===== src/rtl/low_pulse_occupancy_meter_top_macros.svh =====
// Assertion macros shared by the low pulse occupancy meter RTL.
`ifndef LOW_PULSE_OCCUPANCY_METER_TOP_MACROS_SVH
`define LOW_PULSE_OCCUPANCY_METER_TOP_MACROS_SVH

// Check that the consequent holds in the same cycle as the antecedent.
`define LPOM_ASSERT_SAME(name, ante, cons, msg) \
    name: assert property (@(posedge i_clk) disable iff (!i_rst_n) (ante) |-> (cons)) \
        else $error(msg);

// Check that the consequent holds in the cycle after the antecedent.
`define LPOM_ASSERT_NEXT(name, ante, cons, msg) \
    name: assert property (@(posedge i_clk) disable iff (!i_rst_n) (ante) |=> (cons)) \
        else $error(msg);

`endif


===== src/rtl/lpom_pkg.sv =====
// Package with types and constants of the low pulse occupancy meter.
package lpom_pkg;

    // Field widths
    localparam int TIME_W  = 32;
    localparam int TOTAL_W = TIME_W + 1;
    localparam int RATIO_W = 17;
    localparam int CNT_W   = $clog2(TIME_W);

    // Bit position of the last serial step over a time word
    localparam logic [CNT_W-1:0] BIT_LAST = CNT_W'(TIME_W - 1);

    // Divider: one integer quotient bit plus sixteen fraction bits
    localparam int DIV_STEPS = RATIO_W;
    localparam int DIV_CNT_W = $clog2(DIV_STEPS);
    localparam logic [DIV_CNT_W-1:0] DIV_LAST = DIV_CNT_W'(DIV_STEPS - 1);
    // Partial remainder stays below twice the largest total
    localparam int DIV_REM_W = TOTAL_W + 1;

    // Operation codes
    localparam logic [1:0] OP_PIN     = 2'd0;
    localparam logic [1:0] OP_CLOSE   = 2'd1;
    localparam logic [1:0] OP_RESTART = 2'd2;

    typedef struct packed {
        logic [1:0]        opcode;
        logic [TIME_W-1:0] time_us;
        logic              pin_level;
    } t_in_item;

    typedef struct packed {
        logic [TIME_W-1:0]  low_time;
        logic [TIME_W-1:0]  high_time;
        logic [TOTAL_W-1:0] total_time;
        logic [TIME_W-1:0]  edge_count;
        logic [RATIO_W-1:0] low_ratio;
    } t_out_item;

    // Control from the sequencer to the serial accumulator datapath
    typedef struct packed {
        logic load;      // capture timestamp, preset carries
        logic restart;   // clear accumulators, take timestamp as last change
        logic clear;     // clear accumulators after a window result
        logic acc_step;  // one bit of elapsed-time accumulate
        logic tot_step;  // one bit of low + high sum
        logic bit_last;  // current step handles the top bit
        logic to_low;    // elapsed time goes to the low accumulator
        logic inc_edge;  // count a rising edge in this pass
    } t_acc_ctrl;

    typedef enum logic [4:0] {
        ST_IDLE = 5'b00001,
        ST_ACC  = 5'b00010,
        ST_TOT  = 5'b00100,
        ST_DIV  = 5'b01000,
        ST_PUSH = 5'b10000
    } t_state;

endpackage


===== src/rtl/low_pulse_occupancy_meter_top.sv =====
// Top level of the low pulse occupancy meter: sequencer, output register, assertions.
//
//   Channel  Direction  Handshake                Payload
//   event    in         i_in_valid / o_in_ready  i_in_item  (lpom_pkg::t_in_item)
//   result   out        o_out_valid / i_out_ready o_out_item (lpom_pkg::t_out_item)
//
// Pin change to a new level: transfer, then 32 bit-serial accumulate steps.
// Same-level pin event, restart and unused opcode: handled in the transfer cycle itself.
// Window close: transfer, 32 accumulate steps, 32 total-sum steps, divider start, 17 divider
// steps and the output load, which waits in the push state while the output register is full.
// Reset is synchronous, active low; no clearing pass is needed.
// A waiting result sits in the output register while the next event is taken.
`include "low_pulse_occupancy_meter_top_macros.svh"

module low_pulse_occupancy_meter_top (
    input  logic                    i_clk,
    input  logic                    i_rst_n,
    input  logic                    i_in_valid,
    output logic                    o_in_ready,
    input  lpom_pkg::t_in_item      i_in_item,
    output logic                    o_out_valid,
    input  logic                    i_out_ready,
    output lpom_pkg::t_out_item     o_out_item
);

    lpom_pkg::t_state               r_state, n_state;
    logic [lpom_pkg::CNT_W-1:0]     r_cnt, n_cnt;
    logic                           r_line, n_line;
    logic                           r_tgt_low, n_tgt_low;
    logic                           r_is_close, n_is_close;
    logic                           r_div_go, n_div_go;
    logic                           r_out_valid, n_out_valid;
    lpom_pkg::t_out_item            r_out, n_out;

    lpom_pkg::t_acc_ctrl            acc_ctrl;
    logic [lpom_pkg::TIME_W-1:0]    acc_low;
    logic [lpom_pkg::TIME_W-1:0]    acc_high;
    logic [lpom_pkg::TIME_W-1:0]    acc_edge;
    logic [lpom_pkg::TOTAL_W-1:0]   acc_total;
    logic                           div_done;
    logic [lpom_pkg::RATIO_W-1:0]   div_quot;
    logic                           in_fire;
    logic                           tot_zero;

    lpom_serial_acc u_acc (
        .i_clk     (i_clk),
        .i_rst_n   (i_rst_n),
        .i_ctrl    (acc_ctrl),
        .i_time_us (i_in_item.time_us),
        .o_low     (acc_low),
        .o_high    (acc_high),
        .o_edge    (acc_edge),
        .o_total   (acc_total)
    );

    lpom_ratio_div u_div (
        .i_clk      (i_clk),
        .i_rst_n    (i_rst_n),
        .i_start    (r_div_go),
        .i_dividend (acc_low),
        .i_divisor  (acc_total),
        .o_done     (div_done),
        .o_quot     (div_quot)
    );

    assign o_in_ready = (r_state == lpom_pkg::ST_IDLE);
    assign in_fire    = i_in_valid && o_in_ready;
    assign tot_zero   = (acc_total == '0);

    // Sequencer
    always_comb begin
        n_state     = r_state;
        n_cnt       = r_cnt;
        n_line      = r_line;
        n_tgt_low   = r_tgt_low;
        n_is_close  = r_is_close;
        n_div_go    = 1'b0;
        n_out       = r_out;
        n_out_valid = r_out_valid;
        acc_ctrl          = '0;
        acc_ctrl.to_low   = r_tgt_low;
        acc_ctrl.bit_last = (r_cnt == lpom_pkg::BIT_LAST);

        // drop the result once transferred
        if (r_out_valid && i_out_ready) begin
            n_out_valid = 1'b0;
        end

        case (r_state)
            lpom_pkg::ST_IDLE: begin
                if (in_fire) begin
                    case (i_in_item.opcode)
                        lpom_pkg::OP_PIN: begin
                            if (i_in_item.pin_level != r_line) begin
                                // leaving low is a rising edge
                                acc_ctrl.load     = 1'b1;
                                acc_ctrl.inc_edge = i_in_item.pin_level;
                                n_tgt_low         = i_in_item.pin_level;
                                n_is_close        = 1'b0;
                                n_line            = i_in_item.pin_level;
                                n_state           = lpom_pkg::ST_ACC;
                            end
                        end
                        lpom_pkg::OP_CLOSE: begin
                            acc_ctrl.load = 1'b1;
                            n_tgt_low     = ~r_line;
                            n_is_close    = 1'b1;
                            n_line        = i_in_item.pin_level;
                            n_state       = lpom_pkg::ST_ACC;
                        end
                        lpom_pkg::OP_RESTART: begin
                            acc_ctrl.restart = 1'b1;
                            n_line           = i_in_item.pin_level;
                        end
                        default: begin
                        end
                    endcase
                end
            end
            lpom_pkg::ST_ACC: begin
                acc_ctrl.acc_step = 1'b1;
                n_cnt = r_cnt + lpom_pkg::CNT_W'(1);
                if (acc_ctrl.bit_last) begin
                    n_cnt   = '0;
                    n_state = r_is_close ? lpom_pkg::ST_TOT : lpom_pkg::ST_IDLE;
                end
            end
            lpom_pkg::ST_TOT: begin
                acc_ctrl.tot_step = 1'b1;
                n_cnt = r_cnt + lpom_pkg::CNT_W'(1);
                if (acc_ctrl.bit_last) begin
                    n_cnt    = '0;
                    n_div_go = 1'b1;
                    n_state  = lpom_pkg::ST_DIV;
                end
            end
            lpom_pkg::ST_DIV: begin
                if (div_done) begin
                    n_state = lpom_pkg::ST_PUSH;
                end
            end
            lpom_pkg::ST_PUSH: begin
                // load the output register once it is free, then clear the window
                if (!r_out_valid || i_out_ready) begin
                    n_out.low_time   = acc_low;
                    n_out.high_time  = acc_high;
                    n_out.total_time = acc_total;
                    n_out.edge_count = acc_edge;
                    n_out.low_ratio  = tot_zero ? '0 : div_quot;
                    n_out_valid      = 1'b1;
                    acc_ctrl.clear   = 1'b1;
                    n_state          = lpom_pkg::ST_IDLE;
                end
            end
            default: begin
                n_state = lpom_pkg::ST_IDLE;
            end
        endcase
    end

    // Control state
    always_ff @(posedge i_clk) begin
        if (!i_rst_n) begin
            r_state     <= lpom_pkg::ST_IDLE;
            r_cnt       <= '0;
            r_line      <= 1'b1;
            r_tgt_low   <= 1'b0;
            r_is_close  <= 1'b0;
            r_div_go    <= 1'b0;
            r_out_valid <= 1'b0;
        end else begin
            r_state     <= n_state;
            r_cnt       <= n_cnt;
            r_line      <= n_line;
            r_tgt_low   <= n_tgt_low;
            r_is_close  <= n_is_close;
            r_div_go    <= n_div_go;
            r_out_valid <= n_out_valid;
        end
    end

    // Result payload
    always_ff @(posedge i_clk) begin
        r_out <= n_out;
    end

    assign o_out_valid = r_out_valid;
    assign o_out_item  = r_out;

    `LPOM_ASSERT_NEXT(a_pin_pass_ends_idle,
        (r_state == lpom_pkg::ST_ACC) && acc_ctrl.bit_last && !r_is_close,
        r_state == lpom_pkg::ST_IDLE, "pin change pass did not return to idle")
    `LPOM_ASSERT_SAME(a_div_done_in_div,
        div_done, r_state == lpom_pkg::ST_DIV, "divider finished outside divide state")
    `LPOM_ASSERT_NEXT(a_push_loads_result,
        (r_state == lpom_pkg::ST_PUSH) && (!r_out_valid || i_out_ready),
        r_out_valid && (r_state == lpom_pkg::ST_IDLE), "result not loaded on push")
    `LPOM_ASSERT_SAME(a_idle_count_zero,
        r_state == lpom_pkg::ST_IDLE, r_cnt == '0, "bit counter not at zero in idle")

endmodule


===== src/rtl/lpom_serial_acc.sv =====
// Bit-serial accumulator datapath: elapsed time, saturating sums, edge count, total.
module lpom_serial_acc (
    input  logic                            i_clk,
    input  logic                            i_rst_n,
    input  lpom_pkg::t_acc_ctrl             i_ctrl,
    input  logic [lpom_pkg::TIME_W-1:0]     i_time_us,
    output logic [lpom_pkg::TIME_W-1:0]     o_low,
    output logic [lpom_pkg::TIME_W-1:0]     o_high,
    output logic [lpom_pkg::TIME_W-1:0]     o_edge,
    output logic [lpom_pkg::TOTAL_W-1:0]    o_total
);

    logic [lpom_pkg::TIME_W-1:0] r_now, n_now;
    logic [lpom_pkg::TIME_W-1:0] r_last, n_last;
    logic [lpom_pkg::TIME_W-1:0] r_low, n_low;
    logic [lpom_pkg::TIME_W-1:0] r_high, n_high;
    logic [lpom_pkg::TIME_W-1:0] r_edge, n_edge;
    logic [lpom_pkg::TIME_W-1:0] r_tsum, n_tsum;
    logic r_borrow, n_borrow;
    logic r_carry, n_carry;
    logic r_ecarry, n_ecarry;
    logic r_tc, n_tc;

    logic d_bit, d_borrow;
    logic tgt_bit, s_bit, s_carry;
    logic e_bit, e_carry;
    logic t_bit, t_carry;
    logic [lpom_pkg::TIME_W-1:0] acc_next;
    logic [lpom_pkg::TIME_W-1:0] edge_next;

    // One-bit slices: subtract, accumulate, increment, total
    always_comb begin
        d_bit    = r_now[0] ^ r_last[0] ^ r_borrow;
        d_borrow = (~r_now[0] & r_last[0]) | (~(r_now[0] ^ r_last[0]) & r_borrow);
        tgt_bit  = i_ctrl.to_low ? r_low[0] : r_high[0];
        s_bit    = tgt_bit ^ d_bit ^ r_carry;
        s_carry  = (tgt_bit & d_bit) | (tgt_bit & r_carry) | (d_bit & r_carry);
        e_bit    = r_edge[0] ^ r_ecarry;
        e_carry  = r_edge[0] & r_ecarry;
        t_bit    = r_low[0] ^ r_high[0] ^ r_tc;
        t_carry  = (r_low[0] & r_high[0]) | (r_low[0] & r_tc) | (r_high[0] & r_tc);
    end

    // Saturate on carry out of the top bit
    always_comb begin
        acc_next  = (i_ctrl.bit_last && s_carry) ? '1 : {s_bit, (i_ctrl.to_low ?
                    r_low[lpom_pkg::TIME_W-1:1] : r_high[lpom_pkg::TIME_W-1:1])};
        edge_next = (i_ctrl.bit_last && e_carry) ? '1 :
                    {e_bit, r_edge[lpom_pkg::TIME_W-1:1]};
    end

    // Next-state selection
    always_comb begin
        n_now    = r_now;
        n_last   = r_last;
        n_low    = r_low;
        n_high   = r_high;
        n_edge   = r_edge;
        n_tsum   = r_tsum;
        n_borrow = r_borrow;
        n_carry  = r_carry;
        n_ecarry = r_ecarry;
        n_tc     = r_tc;
        if (i_ctrl.restart) begin
            n_low  = '0;
            n_high = '0;
            n_edge = '0;
            n_last = i_time_us;
        end else if (i_ctrl.clear) begin
            n_low  = '0;
            n_high = '0;
            n_edge = '0;
        end else if (i_ctrl.load) begin
            n_now    = i_time_us;
            n_borrow = 1'b0;
            n_carry  = 1'b0;
            n_ecarry = i_ctrl.inc_edge;
            n_tc     = 1'b0;
        end else if (i_ctrl.acc_step) begin
            // shift the timestamp into last so it ends the pass as the new change time
            n_now    = {r_now[0], r_now[lpom_pkg::TIME_W-1:1]};
            n_last   = {r_now[0], r_last[lpom_pkg::TIME_W-1:1]};
            n_borrow = d_borrow;
            n_carry  = s_carry;
            n_ecarry = e_carry;
            n_edge   = edge_next;
            if (i_ctrl.to_low) begin
                n_low  = acc_next;
                n_high = {r_high[0], r_high[lpom_pkg::TIME_W-1:1]};
            end else begin
                n_high = acc_next;
                n_low  = {r_low[0], r_low[lpom_pkg::TIME_W-1:1]};
            end
        end else if (i_ctrl.tot_step) begin
            // rotate both accumulators back to themselves, sum into total
            n_low  = {r_low[0], r_low[lpom_pkg::TIME_W-1:1]};
            n_high = {r_high[0], r_high[lpom_pkg::TIME_W-1:1]};
            n_tsum = {t_bit, r_tsum[lpom_pkg::TIME_W-1:1]};
            n_tc   = t_carry;
        end
    end

    // Accumulator state
    always_ff @(posedge i_clk) begin
        if (!i_rst_n) begin
            r_last <= '0;
            r_low  <= '0;
            r_high <= '0;
            r_edge <= '0;
        end else begin
            r_last <= n_last;
            r_low  <= n_low;
            r_high <= n_high;
            r_edge <= n_edge;
        end
    end

    // Serial working registers
    always_ff @(posedge i_clk) begin
        r_now    <= n_now;
        r_tsum   <= n_tsum;
        r_borrow <= n_borrow;
        r_carry  <= n_carry;
        r_ecarry <= n_ecarry;
        r_tc     <= n_tc;
    end

    assign o_low   = r_low;
    assign o_high  = r_high;
    assign o_edge  = r_edge;
    assign o_total = {r_tc, r_tsum};

endmodule


===== src/rtl/lpom_ratio_div.sv =====
// Radix-2 restoring divider for the low/total ratio, one quotient bit per cycle.
module lpom_ratio_div (
    input  logic                            i_clk,
    input  logic                            i_rst_n,
    input  logic                            i_start,
    input  logic [lpom_pkg::TIME_W-1:0]     i_dividend,
    input  logic [lpom_pkg::TOTAL_W-1:0]    i_divisor,
    output logic                            o_done,
    output logic [lpom_pkg::RATIO_W-1:0]    o_quot
);

    logic                                  r_busy, n_busy;
    logic [lpom_pkg::DIV_CNT_W-1:0]        r_cnt, n_cnt;
    logic [lpom_pkg::DIV_REM_W-1:0]        r_rem, n_rem;
    logic [lpom_pkg::RATIO_W-1:0]          r_q, n_q;
    logic [lpom_pkg::DIV_REM_W:0]          diff;
    logic                                  ge;
    logic [lpom_pkg::DIV_REM_W-1:0]        rem_after;

    // Trial subtract; the partial remainder stays below twice the divisor
    always_comb begin
        diff      = {1'b0, r_rem} - {2'b00, i_divisor};
        ge        = ~diff[lpom_pkg::DIV_REM_W];
        rem_after = ge ? diff[lpom_pkg::DIV_REM_W-1:0] : r_rem;
    end

    assign o_done = r_busy && (r_cnt == lpom_pkg::DIV_LAST);

    // Step control
    always_comb begin
        n_busy = r_busy;
        n_cnt  = r_cnt;
        n_rem  = r_rem;
        n_q    = r_q;
        if (i_start) begin
            // low never exceeds total, so the first step yields the integer bit
            n_busy = 1'b1;
            n_cnt  = '0;
            n_rem  = lpom_pkg::DIV_REM_W'(i_dividend);
            n_q    = '0;
        end else if (r_busy) begin
            n_rem = {rem_after[lpom_pkg::DIV_REM_W-2:0], 1'b0};
            n_q   = {r_q[lpom_pkg::RATIO_W-2:0], ge};
            n_cnt = r_cnt + lpom_pkg::DIV_CNT_W'(1);
            if (o_done) begin
                n_busy = 1'b0;
            end
        end
    end

    always_ff @(posedge i_clk) begin
        if (!i_rst_n) begin
            r_busy <= 1'b0;
            r_cnt  <= '0;
        end else begin
            r_busy <= n_busy;
            r_cnt  <= n_cnt;
        end
    end

    always_ff @(posedge i_clk) begin
        r_rem <= n_rem;
        r_q   <= n_q;
    end

    assign o_quot = r_q;

endmodule

===== config.mk =====
export PLATFORM = sky130hd
export DESIGN_NAME = low_pulse_occupancy_meter_top
export DESIGN_NICKNAME = d
export VERILOG_FILES = /design/src/rtl/lpom_pkg.sv /design/src/rtl/low_pulse_occupancy_meter_top.sv /design/src/rtl/lpom_serial_acc.sv /design/src/rtl/lpom_ratio_div.sv
export VERILOG_INCLUDE_DIRS = /design/src /design/src/rtl
export SDC_FILE = /design/constraint.sdc
export NUM_CORES = 1
export LEC_CHECK = 0
export BUFFER_PORTS_ARGS = -buffer_cell sky130_fd_sc_hd__buf_4
export CAP_MARGIN = 15
export CORE_ASPECT_RATIO = 1.25
export CORE_MARGIN = 5
export CORE_UTILIZATION = 60
export CTS_CLUSTER_SIZE = 10
export DETAILED_ROUTE_END_ITERATION = 7
export GPL_ROUTABILITY_DRIVEN = 0
export PLACE_DENSITY = 0.81
export SLEW_MARGIN = 40
export SYNTH_ARGS = -nofsm -noshare
export SYNTH_HDL_FRONTEND = slang
export SYNTH_SLANG_ARGS = --single-unit

===== constraint.sdc =====
create_clock -name i_clk -period 14.85 [get_ports i_clk]
set_input_delay 2.97 -clock i_clk [delete_from_list [all_inputs] [get_ports i_clk]]
set_output_delay 2.97 -clock i_clk [all_outputs]
set_load 0.02 [all_outputs]

# After elaboration in Yosys (flattened, before gate mapping)
# Cells that the tools add are included.
[word_totals]
out_inout_bits = 148
wordCells = 172
ff_bits = 414
in_bits = 39
[classes]
bitwise_logic = 30
add_sub_neg = 3
reduce_logical = 31
mux = 60
n_eq_ne = 21
[op_table]
columns = ["op", "n"]
rows = [
  ["32-bit two-way mux", 16],
  ["5-bit two-way mux", 7],
  ["34-bit by 33-bit subtractor with 35-bit output", 1],
  ["33-bit zero test", 1],
  ["33-bit two-way mux", 1],
  ["31-bit two-way mux", 1],
  ["1-bit two-way mux", 26],
  ["5-bit one-hot mux with 5 select lines", 1],
  ["5-bit == test (second input constant)", 3],
  ["2-bit nonzero test", 7],
  ["4-bit AND reduction", 3],
  ["5-bit by 1-bit adder with 5-bit output (second input constant)", 2],
  ["2-bit by 1-bit != test with 1-bit output (second input constant)", 5],
  ["5-bit one-hot mux with 2 select lines", 1],
  ["1-bit bitwise AND", 9],
  ["1-bit inverter", 9],
  ["2-bit != test (second input constant)", 4],
  ["1-bit one-hot mux with 2 select lines", 4],
  ["2-bit AND reduction", 4],
  ["7-bit AND reduction", 1],
  ["1-bit XOR", 7],
  ["3-bit AND reduction", 2],
  ["2-bit OR reduction", 3],
  ["5-bit by 1-bit == test with 1-bit output (second input constant)", 1],
  ["other kinds (17)", 26],
]

# Longest topological paths before layout
# Gate-level depths: netlist of run 1.
[logic_depth]
depth_word = 9
ltp_mapped = 15
ltp_nobuf = 13

# Hierarchy
# From an unflattened synthesis of run 1, not the netlist that was laid out.
[hier_totals]
hier_cells = 1308
area_unflattened_um2 = 17341.6
[by_module_without_submodules]
columns = ["module", "cells_each", "area_each_um2", "seq_area_each_um2", "n_inst"]
rows = [
  ["lpom_serial_acc", 512, 7337.0, 4604.4, 1],
  ["low_pulse_occupancy_meter_top", 284, 5525.3, 4684.5, 1],
  ["lpom_ratio_div", 512, 4479.3, 1461.4, 1],
]

# Worst setup path after synthesis of run 1
# No wires, ideal clock.
[synth_path]
kind = "input to register"
startpoint = "in i_out_ready"
endpoint = "reg r_out, in the netlist o_out_item[0] (enable)"
path_buffers = 0
arrival_time_ns = 9.119
cell_stages = 2
setup_ns = 0.656
setup_slack_ns = 5.076
t_required_ns = 14.194
path_cell_list = "nor2b_1 -> nor2_1"
[synth_between]
elab_chain_cells = 2
[synth_rtl]
columns = ["item", "line_no", "rtl"]
rows = [
  ["from (decl)", "low_pulse_occupancy_meter_top.sv:22", "input logic i_out_ready,"],
  ["1-bit logical OR", "low_pulse_occupancy_meter_top.sv:144", "if (!r_out_valid || i_out_ready) begin"],
  ["2-bit AND reduction (no source line)", "--", ""],
  ["to (signal assigned)", "low_pulse_occupancy_meter_top.sv:184", "r_out <= n_out;"],
  ["to (decl)", "low_pulse_occupancy_meter_top.sv:33", "lpom_pkg::t_out_item r_out, n_out;"],
]
# Every way passes these cells.
# A chain may end at the register's enable or synchronous reset.

# Worst setup path after layout of run 1
[layout_path]
startpoint = "reg r_state[1]"
endpoint = "out o_in_ready"
[layout_between]
elab_chain_cells = 1
[layout_rtl]
columns = ["item", "line_no", "rtl"]
rows = [
  ["from (decl)", "low_pulse_occupancy_meter_top.sv:26", "lpom_pkg::t_state r_state, n_state;"],
  ["from (signal assigned)", "low_pulse_occupancy_meter_top.sv:164", "r_state <= lpom_pkg::ST_IDLE;"],
  ["from (signal assigned)", "low_pulse_occupancy_meter_top.sv:172", "r_state <= n_state;"],
  ["5-bit by 1-bit == test with 1-bit output", "low_pulse_occupancy_meter_top.sv:66", "assign o_in_ready = (r_state == lpom_pkg::ST_IDLE);"],
  ["to (decl)", "low_pulse_occupancy_meter_top.sv:19", "output logic o_in_ready,"],
]
# Every way passes these cells.

==> impl_metrics.py, run 1 <==
metrics = {
    "logic_synthesis": {
        "syn_inst": 1414,
        "yosys.area.top_type": "edfxtp_1",
        "synth_top_family_by_area": "compound AO/OA/AOI/OAI gates",
        "synthSimpleGateAreaFrac": 0.116,
        "syn-cell-area_um2": 16700,
        "synth_fp_nets": 1499,
        "synth_edf_count": 246,
        "synth_cell_types": 68,
        "synth_seq_area_share": 0.644,
        "synth_area_leaders": "edfxtp_1, dfxtp_1, nor2_1",
        "synth_xor_area_frac": 0.0142,
        "synth_seq_cells": 414,
        "ys_warn_count": 0,
        "synth_compound_area_frac": 0.121,
        "synth_top_area_frac": 0.443,
        "muxShareOfSynthArea": 0.0379,
        "yosys.area_share.adder": 0.0363,
        "synth-main-ff-cell": "edfxtp_1",
        "async_reset_ff_frac": 0,
        "synth.avg_cell_area_um2": 11.8,
    },
    "cts": {
        "cts-resized-gates": 0,
        "clock-sinks": 414,
        "clk_latency_ns": 0.54,
        "cts.root.buffer_cell": "clkbuf_16",
        "cts_made_buffers": 47,
        "cts_tree": "yes",
        "cts_hold_buf": 0,
        "cts-htree-levels": 2,
        "cts.path.max_buffers": 3,
        "postCtsSetupRepairBufs": 0,
        "clkTransAtPathRegs_ns": 0.06,
    },
    "place": {
        "place_ws_ns": 9.53,
        "port_buffers": 186,
        "hpwlAfterDp_um": 24000,
        "dp_cells": 1892,
    },
    "setup_path": {
        "critPathRequiredTime_ns": 11.88,
        "critical_path_arrival_ns": 2.01,
        "end_kind": "output port",
        "path_max_fanout": 9,
        "path_class": "reg2out",
        "critPathLaunchType": "register",
    },
    "sta": {
        "setup_ws_ns": 9.87,
        "finalCriticalPeriod_ns": 4.98,
        "slew_violations": 0,
        "fmax_mhz": 201,
        "rsz0062_at_grt": "false",
        "hold_violations": 0,
        "period_share": 0.336,
        "setup_tns_ns": 0,
        "finClkSkew_ns": 0.0101,
        "worstMarginPinSlew_ns": 0.762,
        "setup_viol": 0,
        "relSlewSlack": 0.492,
    },
    "drt": {
        "drcViolationCount": 0,
        "drtIter0Drc": 833,
        "viasPerCell": 5.88,
        "routed_wl_um": 36400,
        "vias": 11600,
        "wl_per_cell_um": 18.4,
        "drtPass1Iterations": 5,
        "antenna_left": 0,
    },
    "power": {
        "combPwrFrac": 0.102,
        "p_int_mw": 2.03,
        "p_switching_uw": 630,
        "leakagePower_nw": 7.52,
        "p_sw_frac": 0.237,
        "power_frac_clock": 0.389,
        "power-per-cell-area_nw_per_um2": 134,
        "peakVddDrop_v": 0.000101,
        "seqPwrFrac": 0.510,
    },
    "grt": {
        "track_usage": 0.228,
        "grt_pass1_vias": 11600,
        "grt_start_max_net_pins": 75,
        "antenna_found_initial": 0,
        "grt_pass1_wl_um": 59700,
        "gr-total-overflow": 0,
    },
    "run_status": {
        "status": "completed",
    },
    "cells_and_area": {
        "diodes": 0,
        "multi_input_area_um2": 5530,
        "final_net_count": 1676,
        "fillers": 1882,
        "seqCellArea_um2": 10800,
        "most-common-layout-cells": "edfxtp_1, buf_4, nor2_1",
        "area_growth_pct": 19.1,
        "drive_above_1_share": 0.192,
        "instances_no_fill": 1977,
        "layout_commonest_cell": "edfxtp_1",
    },
    "die": {
        "core_area_um2": 27600,
        "boundaryPins": 187,
        "die_w_um": 159,
        "fp.dieArea_um2": 31300,
        "start_util": 0.605,
        "rows": 68,
        "dieHeight_um": 196,
    },
    "flow_run": {
        "maxCapViolCount": 0,
    },
    "worst_hold_path": {
        "hold_class": "reg2reg",
    },
}
cell usage after synthesis, types with 8 or more instances:
library cell,instances
a21o_1,21
a21oi_1,46
a311oi_1,31
a31oi_1,10
and3_1,16
buf_1,14
clkbuf_1,59
dfxtp_1,168
edfxtp_1,246
ha_1,42
inv_1,51
mux2_2,34
mux2i_1,25
nand2_1,130
nand3_1,31
nor2_1,188
nor2b_1,25
nor3_1,10
nor4_1,8
o21ai_0,28
o22ai_1,96
o311ai_0,12
xnor2_1,11
xor2_1,16
layout make-up:
cell class              instances  share of cell area
multi-input cells             870               0.278
repair buffers                206              0.0800
flip-flops and latches        414               0.541
clock buffers                  82              0.0674
clock inverters                 3             0.00151
inverters                      52             0.00982
well taps                     350              0.0220
per-stage QoR:
stage	power [mW]	instance area [um^2]	hold slack [ns]	utilization
floorplan	1.56	16700	0.431	-
global placement	1.62	18400	0.440	0.667
detailed placement	1.64	18500	0.442	0.671
CTS	2.67	19900	0.448	0.721
global route	2.77	19900	0.456	0.721
finish	2.66	19900	0.447	0.721
flip-flops by register name, indices dropped and copies added, names as in the netlist, 5 cells and up:
signal / flops
o_out_item: 146
u_div.r_rem: 34
u_acc.o_edge: 32
u_acc.o_high: 32
u_acc.o_low: 32
u_acc.r_last: 32
u_acc.r_now: 32
u_acc.r_tsum: 32
u_div.o_quot: 17
r_cnt: 5
r_state: 5
u_div.r_cnt: 5
per-layer routing:
metal / vias up / global-route usage / part of all wire
li1: 5561 / - / -
met1: 5593 / 0.289 / 0.40
met2: 405 / 0.398 / 0.51
met3: 72 / 0.0391 / 0.060
met4: 0 / 0.0781 / 0.028
met5: - / 0 / 0
kinds of logic after synthesis:
group / after synthesis
compound gates: 296
simple gates: 442
flops: 414
fa+ha+maj: 46
buf+inv: 130
xor+xnor: 27
mux: 59
power groups by stage:
stage	sequential, mW	clock, mW	combinational [mW]
after global placement	1.37	0	0.247
after CTS	1.35	1.05	0.269
final	1.36	1.03	0.270
after floorplan	1.36	0	0.202
after detailed placement	1.38	0	0.265
after global routing	1.36	1.10	0.302
worst max-delay path, cell delays in order (launching register included):
cell and delay, ns:
dfxtp_1 0.34, nor2_1 0.21, nor4bb_4 0.65, buf_4 0.26
path summary, 6_finish.rpt:
check	from	endpoint	slack [ns]	cells past startpoint
max	r_state[1]	o_in_ready	9.87	3
min	u_acc.o_edge[11]	o_out_item[28]	0.45	0
max reg2reg	u_acc.r_tsum[0]	u_div.r_rem[10]	10.88	12
min reg2reg	u_acc.o_edge[11]	o_out_item[28]	0.45	0
(Power assumes the default switching activity.)
==> run 2, diff against run 1 <==
--- a/config.mk
+++ b/config.mk
@@ -6,15 +6,16 @@
 export SDC_FILE = /design/constraint.sdc
 export NUM_CORES = 1
 export LEC_CHECK = 0
+export ABC_AREA = 1
 export BUFFER_PORTS_ARGS = -buffer_cell sky130_fd_sc_hd__buf_4
 export CAP_MARGIN = 15
 export CORE_ASPECT_RATIO = 1.25
 export CORE_MARGIN = 5
-export CORE_UTILIZATION = 60
+export CORE_UTILIZATION = 59
 export CTS_CLUSTER_SIZE = 10
 export DETAILED_ROUTE_END_ITERATION = 7
 export GPL_ROUTABILITY_DRIVEN = 0
-export PLACE_DENSITY = 0.81
+export PLACE_DENSITY = 0.8
 export SLEW_MARGIN = 40
 export SYNTH_ARGS = -nofsm -noshare
 export SYNTH_HDL_FRONTEND = slang
==> constraint.sdc (replaced) <==
create_clock -name i_clk -period 4.78 [get_ports i_clk]
set_input_delay 0.956 -clock i_clk [delete_from_list [all_inputs] [get_ports i_clk]]
set_output_delay 0.956 -clock i_clk [all_outputs]
set_load 0.02 [all_outputs]
==> run 2 against run 1 <==
  * Clock skew up 0.016 ns
  * Power rose to 2.9 times the previous value
  * Non-clock buffer count down 8
  * Synthesized cell count up 32%
  * Global-route usage up 0.81 points
  * Core utilization down 2.6 points
  * Setup slack worse by 8.0 ns
  * Sequential power rose to 2.9 times the previous value
  * Register-to-register slack worse by 9.0 ns
  * Largest cell class unchanged
==> impl_metrics.py, run 2 <==
metrics = {
    "logic_synthesis": {
        "synth-main-ff-cell": "edfxtp_1",
        "synth_top_area_frac": 0.416,
        "async_reset_ff_frac": 0,
        "syn-cell-area_um2": 17800,
        "synth_seq_area_share": 0.605,
        "synth.most_common_cell": "nand2_1",
        "synth.avg_cell_area_um2": 9.52,
        "yosys.area.top_type": "edfxtp_1",
        "synth_fp_nets": 1952,
        "synth_edf_count": 246,
        "synth_area_leaders": "edfxtp_1, dfxtp_1, nand2_1",
        "syn_inst": 1867,
        "yosys-top-cells-count": "nand2_1, edfxtp_1, inv_1",
        "synth_cell_types": 44,
        "synth_seq_cells": 414,
        "ys_warn_count": 0,
    },
    "sta": {
        "period_share": 0.606,
        "fmax_mhz": 345,
        "rsz0062_at_grt": "false",
        "slew_violations": 0,
        "finalCriticalPeriod_ns": 2.90,
        "worstMarginPinSlew_ns": 0.790,
        "hold_violations": 0,
        "relSlewSlack": 0.473,
        "setup_viol": 0,
        "setup_tns_ns": 0,
        "finClkSkew_ns": 0.0263,
    },
    "drt": {
        "antenna_left": 0,
        "viasPerCell": 5.44,
        "routed_wl_um": 39500,
        "drtIter0Drc": 1095,
        "vias": 13500,
        "drtPass1Iterations": 6,
        "wl_per_cell_um": 16.0,
        "drcViolationCount": 0,
    },
    "cells_and_area": {
        "fillers": 2220,
        "largest_reg_flops": 146,
        "final_core_utilization": 0.695,
        "final_net_count": 2116,
        "drive_above_1_share": 0.140,
        "instances_no_fill": 2471,
        "diodes": 0,
        "area_growth_pct": 17.0,
        "layout_commonest_cell": "nand2_1",
        "most-common-layout-cells": "nand2_1, edfxtp_1, inv_1",
    },
    "die": {
        "die_w_um": 165,
        "rows": 71,
        "boundaryPins": 187,
        "core_area_um2": 29900,
        "dieHeight_um": 204,
        "fp.dieArea_um2": 33700,
        "start_util": 0.594,
    },
    "flow_run": {
        "maxCapViolCount": 0,
    },
    "setup_path": {
        "r2r-start": "u_div.r_rem[0]",
        "path_max_fanout": 63,
        "path_class": "reg2reg",
        "end_kind": "register",
        "critPathRequiredTime_ns": 5.06,
        "critical_path_arrival_ns": 3.17,
        "startpoint": "u_div.r_rem[0]",
        "critPathLaunchType": "register",
    },
    "cts": {
        "cts.root.buffer_cell": "clkbuf_16",
        "cts.path.max_buffers": 3,
        "clkTransAtPathRegs_ns": 0.06,
        "cts-resized-gates": 0,
        "cts-htree-levels": 2,
        "postCtsSetupRepairBufs": 0,
        "clk_latency_ns": 0.56,
        "cts_hold_buf": 0,
        "clock-sinks": 414,
        "cts_tree": "yes",
        "cts_made_buffers": 47,
    },
    "power": {
        "power.total_mw": 7.82,
        "power-per-cell-area_nw_per_um2": 376,
        "peakVddDrop_v": 0.000264,
        "leakagePower_nw": 8.32,
    },
    "worst_hold_path": {
        "hold_class": "reg2reg",
        "hp-start": "u_acc.o_edge[24]",
    },
    "place": {
        "hpwlAfterDp_um": 27000,
        "dp_cells": 2383,
        "port_buffers": 186,
    },
    "grt": {
        "grt_start_max_net_pins": 147,
        "grt_pass1_wl_um": 64400,
        "grt_pass1_vias": 13200,
        "antenna_found_initial": 0,
        "track_usage": 0.236,
        "gr-total-overflow": 0,
    },
    "run_status": {
        "status": "completed",
    },
}
run 2: changes by cell type after synthesis, sizes merged, moves of 25 or more:
| cell | change |
|---|---|
| o22ai | -80 |
| nor2b | -25 |
| a21oi | +96 |
| o21ai | +156 |
| a311oi | -31 |
| inv | +159 |
| nor3 | +35 |
| mux2i | -25 |
| mux2 | -34 |
| nand2 | +269 |
| a211oi | +30 |
run 2: per-layer routing:
metal,share of wire,track usage,up-vias
met2,0.50,0.402,456
met5,0,0,-
met1,0.40,0.293,6253
met3,0.059,0.0373,111
li1,-,-,6630
met4,0.042,0.108,0
run 2: power breakdown:
group | leakage (nW) | internal [mW] | switching [mW]
Sequential | 3.61 | 3.91 | 0.0553
Clock | 0.654 | 1.90 | 1.33
Combinational | 4.06 | 0.207 | 0.419
Total | 8.32 | 6.02 | 1.80
run 2: through the flow:
step / hold WS [ns] / cell area, um^2 / worst slack (ns)
after floorplan: 0.425 / 17800 / 0.852
after global placement: 0.438 / 19400 / 1.75
after global routing: 0.468 / 20800 / 1.66
after detailed placement: 0.436 / 19400 / 1.79
final: 0.455 / 20800 / 1.88
after CTS: 0.450 / 20800 / 1.76
run 2: worst max-delay path, stage by stage (launching register included):
cell and delay [ns]:
edfxtp_1 0.39, inv_1 0.07, ha_1 0.14, inv_1 0.07, fa_1 0.47, nand3_1 0.12
nand3_1 0.14, nand2_1 0.11, nand2_2 0.10, nand2_2 0.11, nand2_4 0.31, o21ai_0 0.45
o21ai_1 0.11
run 2: worst paths after layout:
kind	endpoint	slack (ns)	cells past startpoint
hold / removal	o_out_item[41]	0.45	0
setup reg to reg	u_div.r_rem[8]	1.88	12
hold reg to reg	o_out_item[41]	0.45	0
setup / recovery	u_div.r_rem[8]	1.88	12
run 2: final cells by class:
| type | count | area, um^2 | share of cell area |
|---|---|---|---|
| well taps | 401 | 502 | 0.0241 |
| clock buffers | 86 | 1350 | 0.0651 |
| inverters | 211 | 795 | 0.0382 |
| flip-flops and latches | 414 | 10800 | 0.517 |
| multi-input cells | 1159 | 5860 | 0.282 |
| repair buffers | 198 | 1510 | 0.0727 |
| clock inverters | 2 | 25.0 | 0.00120 |
run 2: cells by family after synthesis:
kind of cell | after synthesis | synth area share
buffers and inverters | 294 | 0.0681
adder cells (fa/ha/maj) | 46 | 0.0341
AND/OR/NAND/NOR | 697 | 0.163
AO/OA/AOI/OAI | 401 | 0.123
flip-flops | 414 | 0.605
XOR/XNOR | 15 | 0.00739
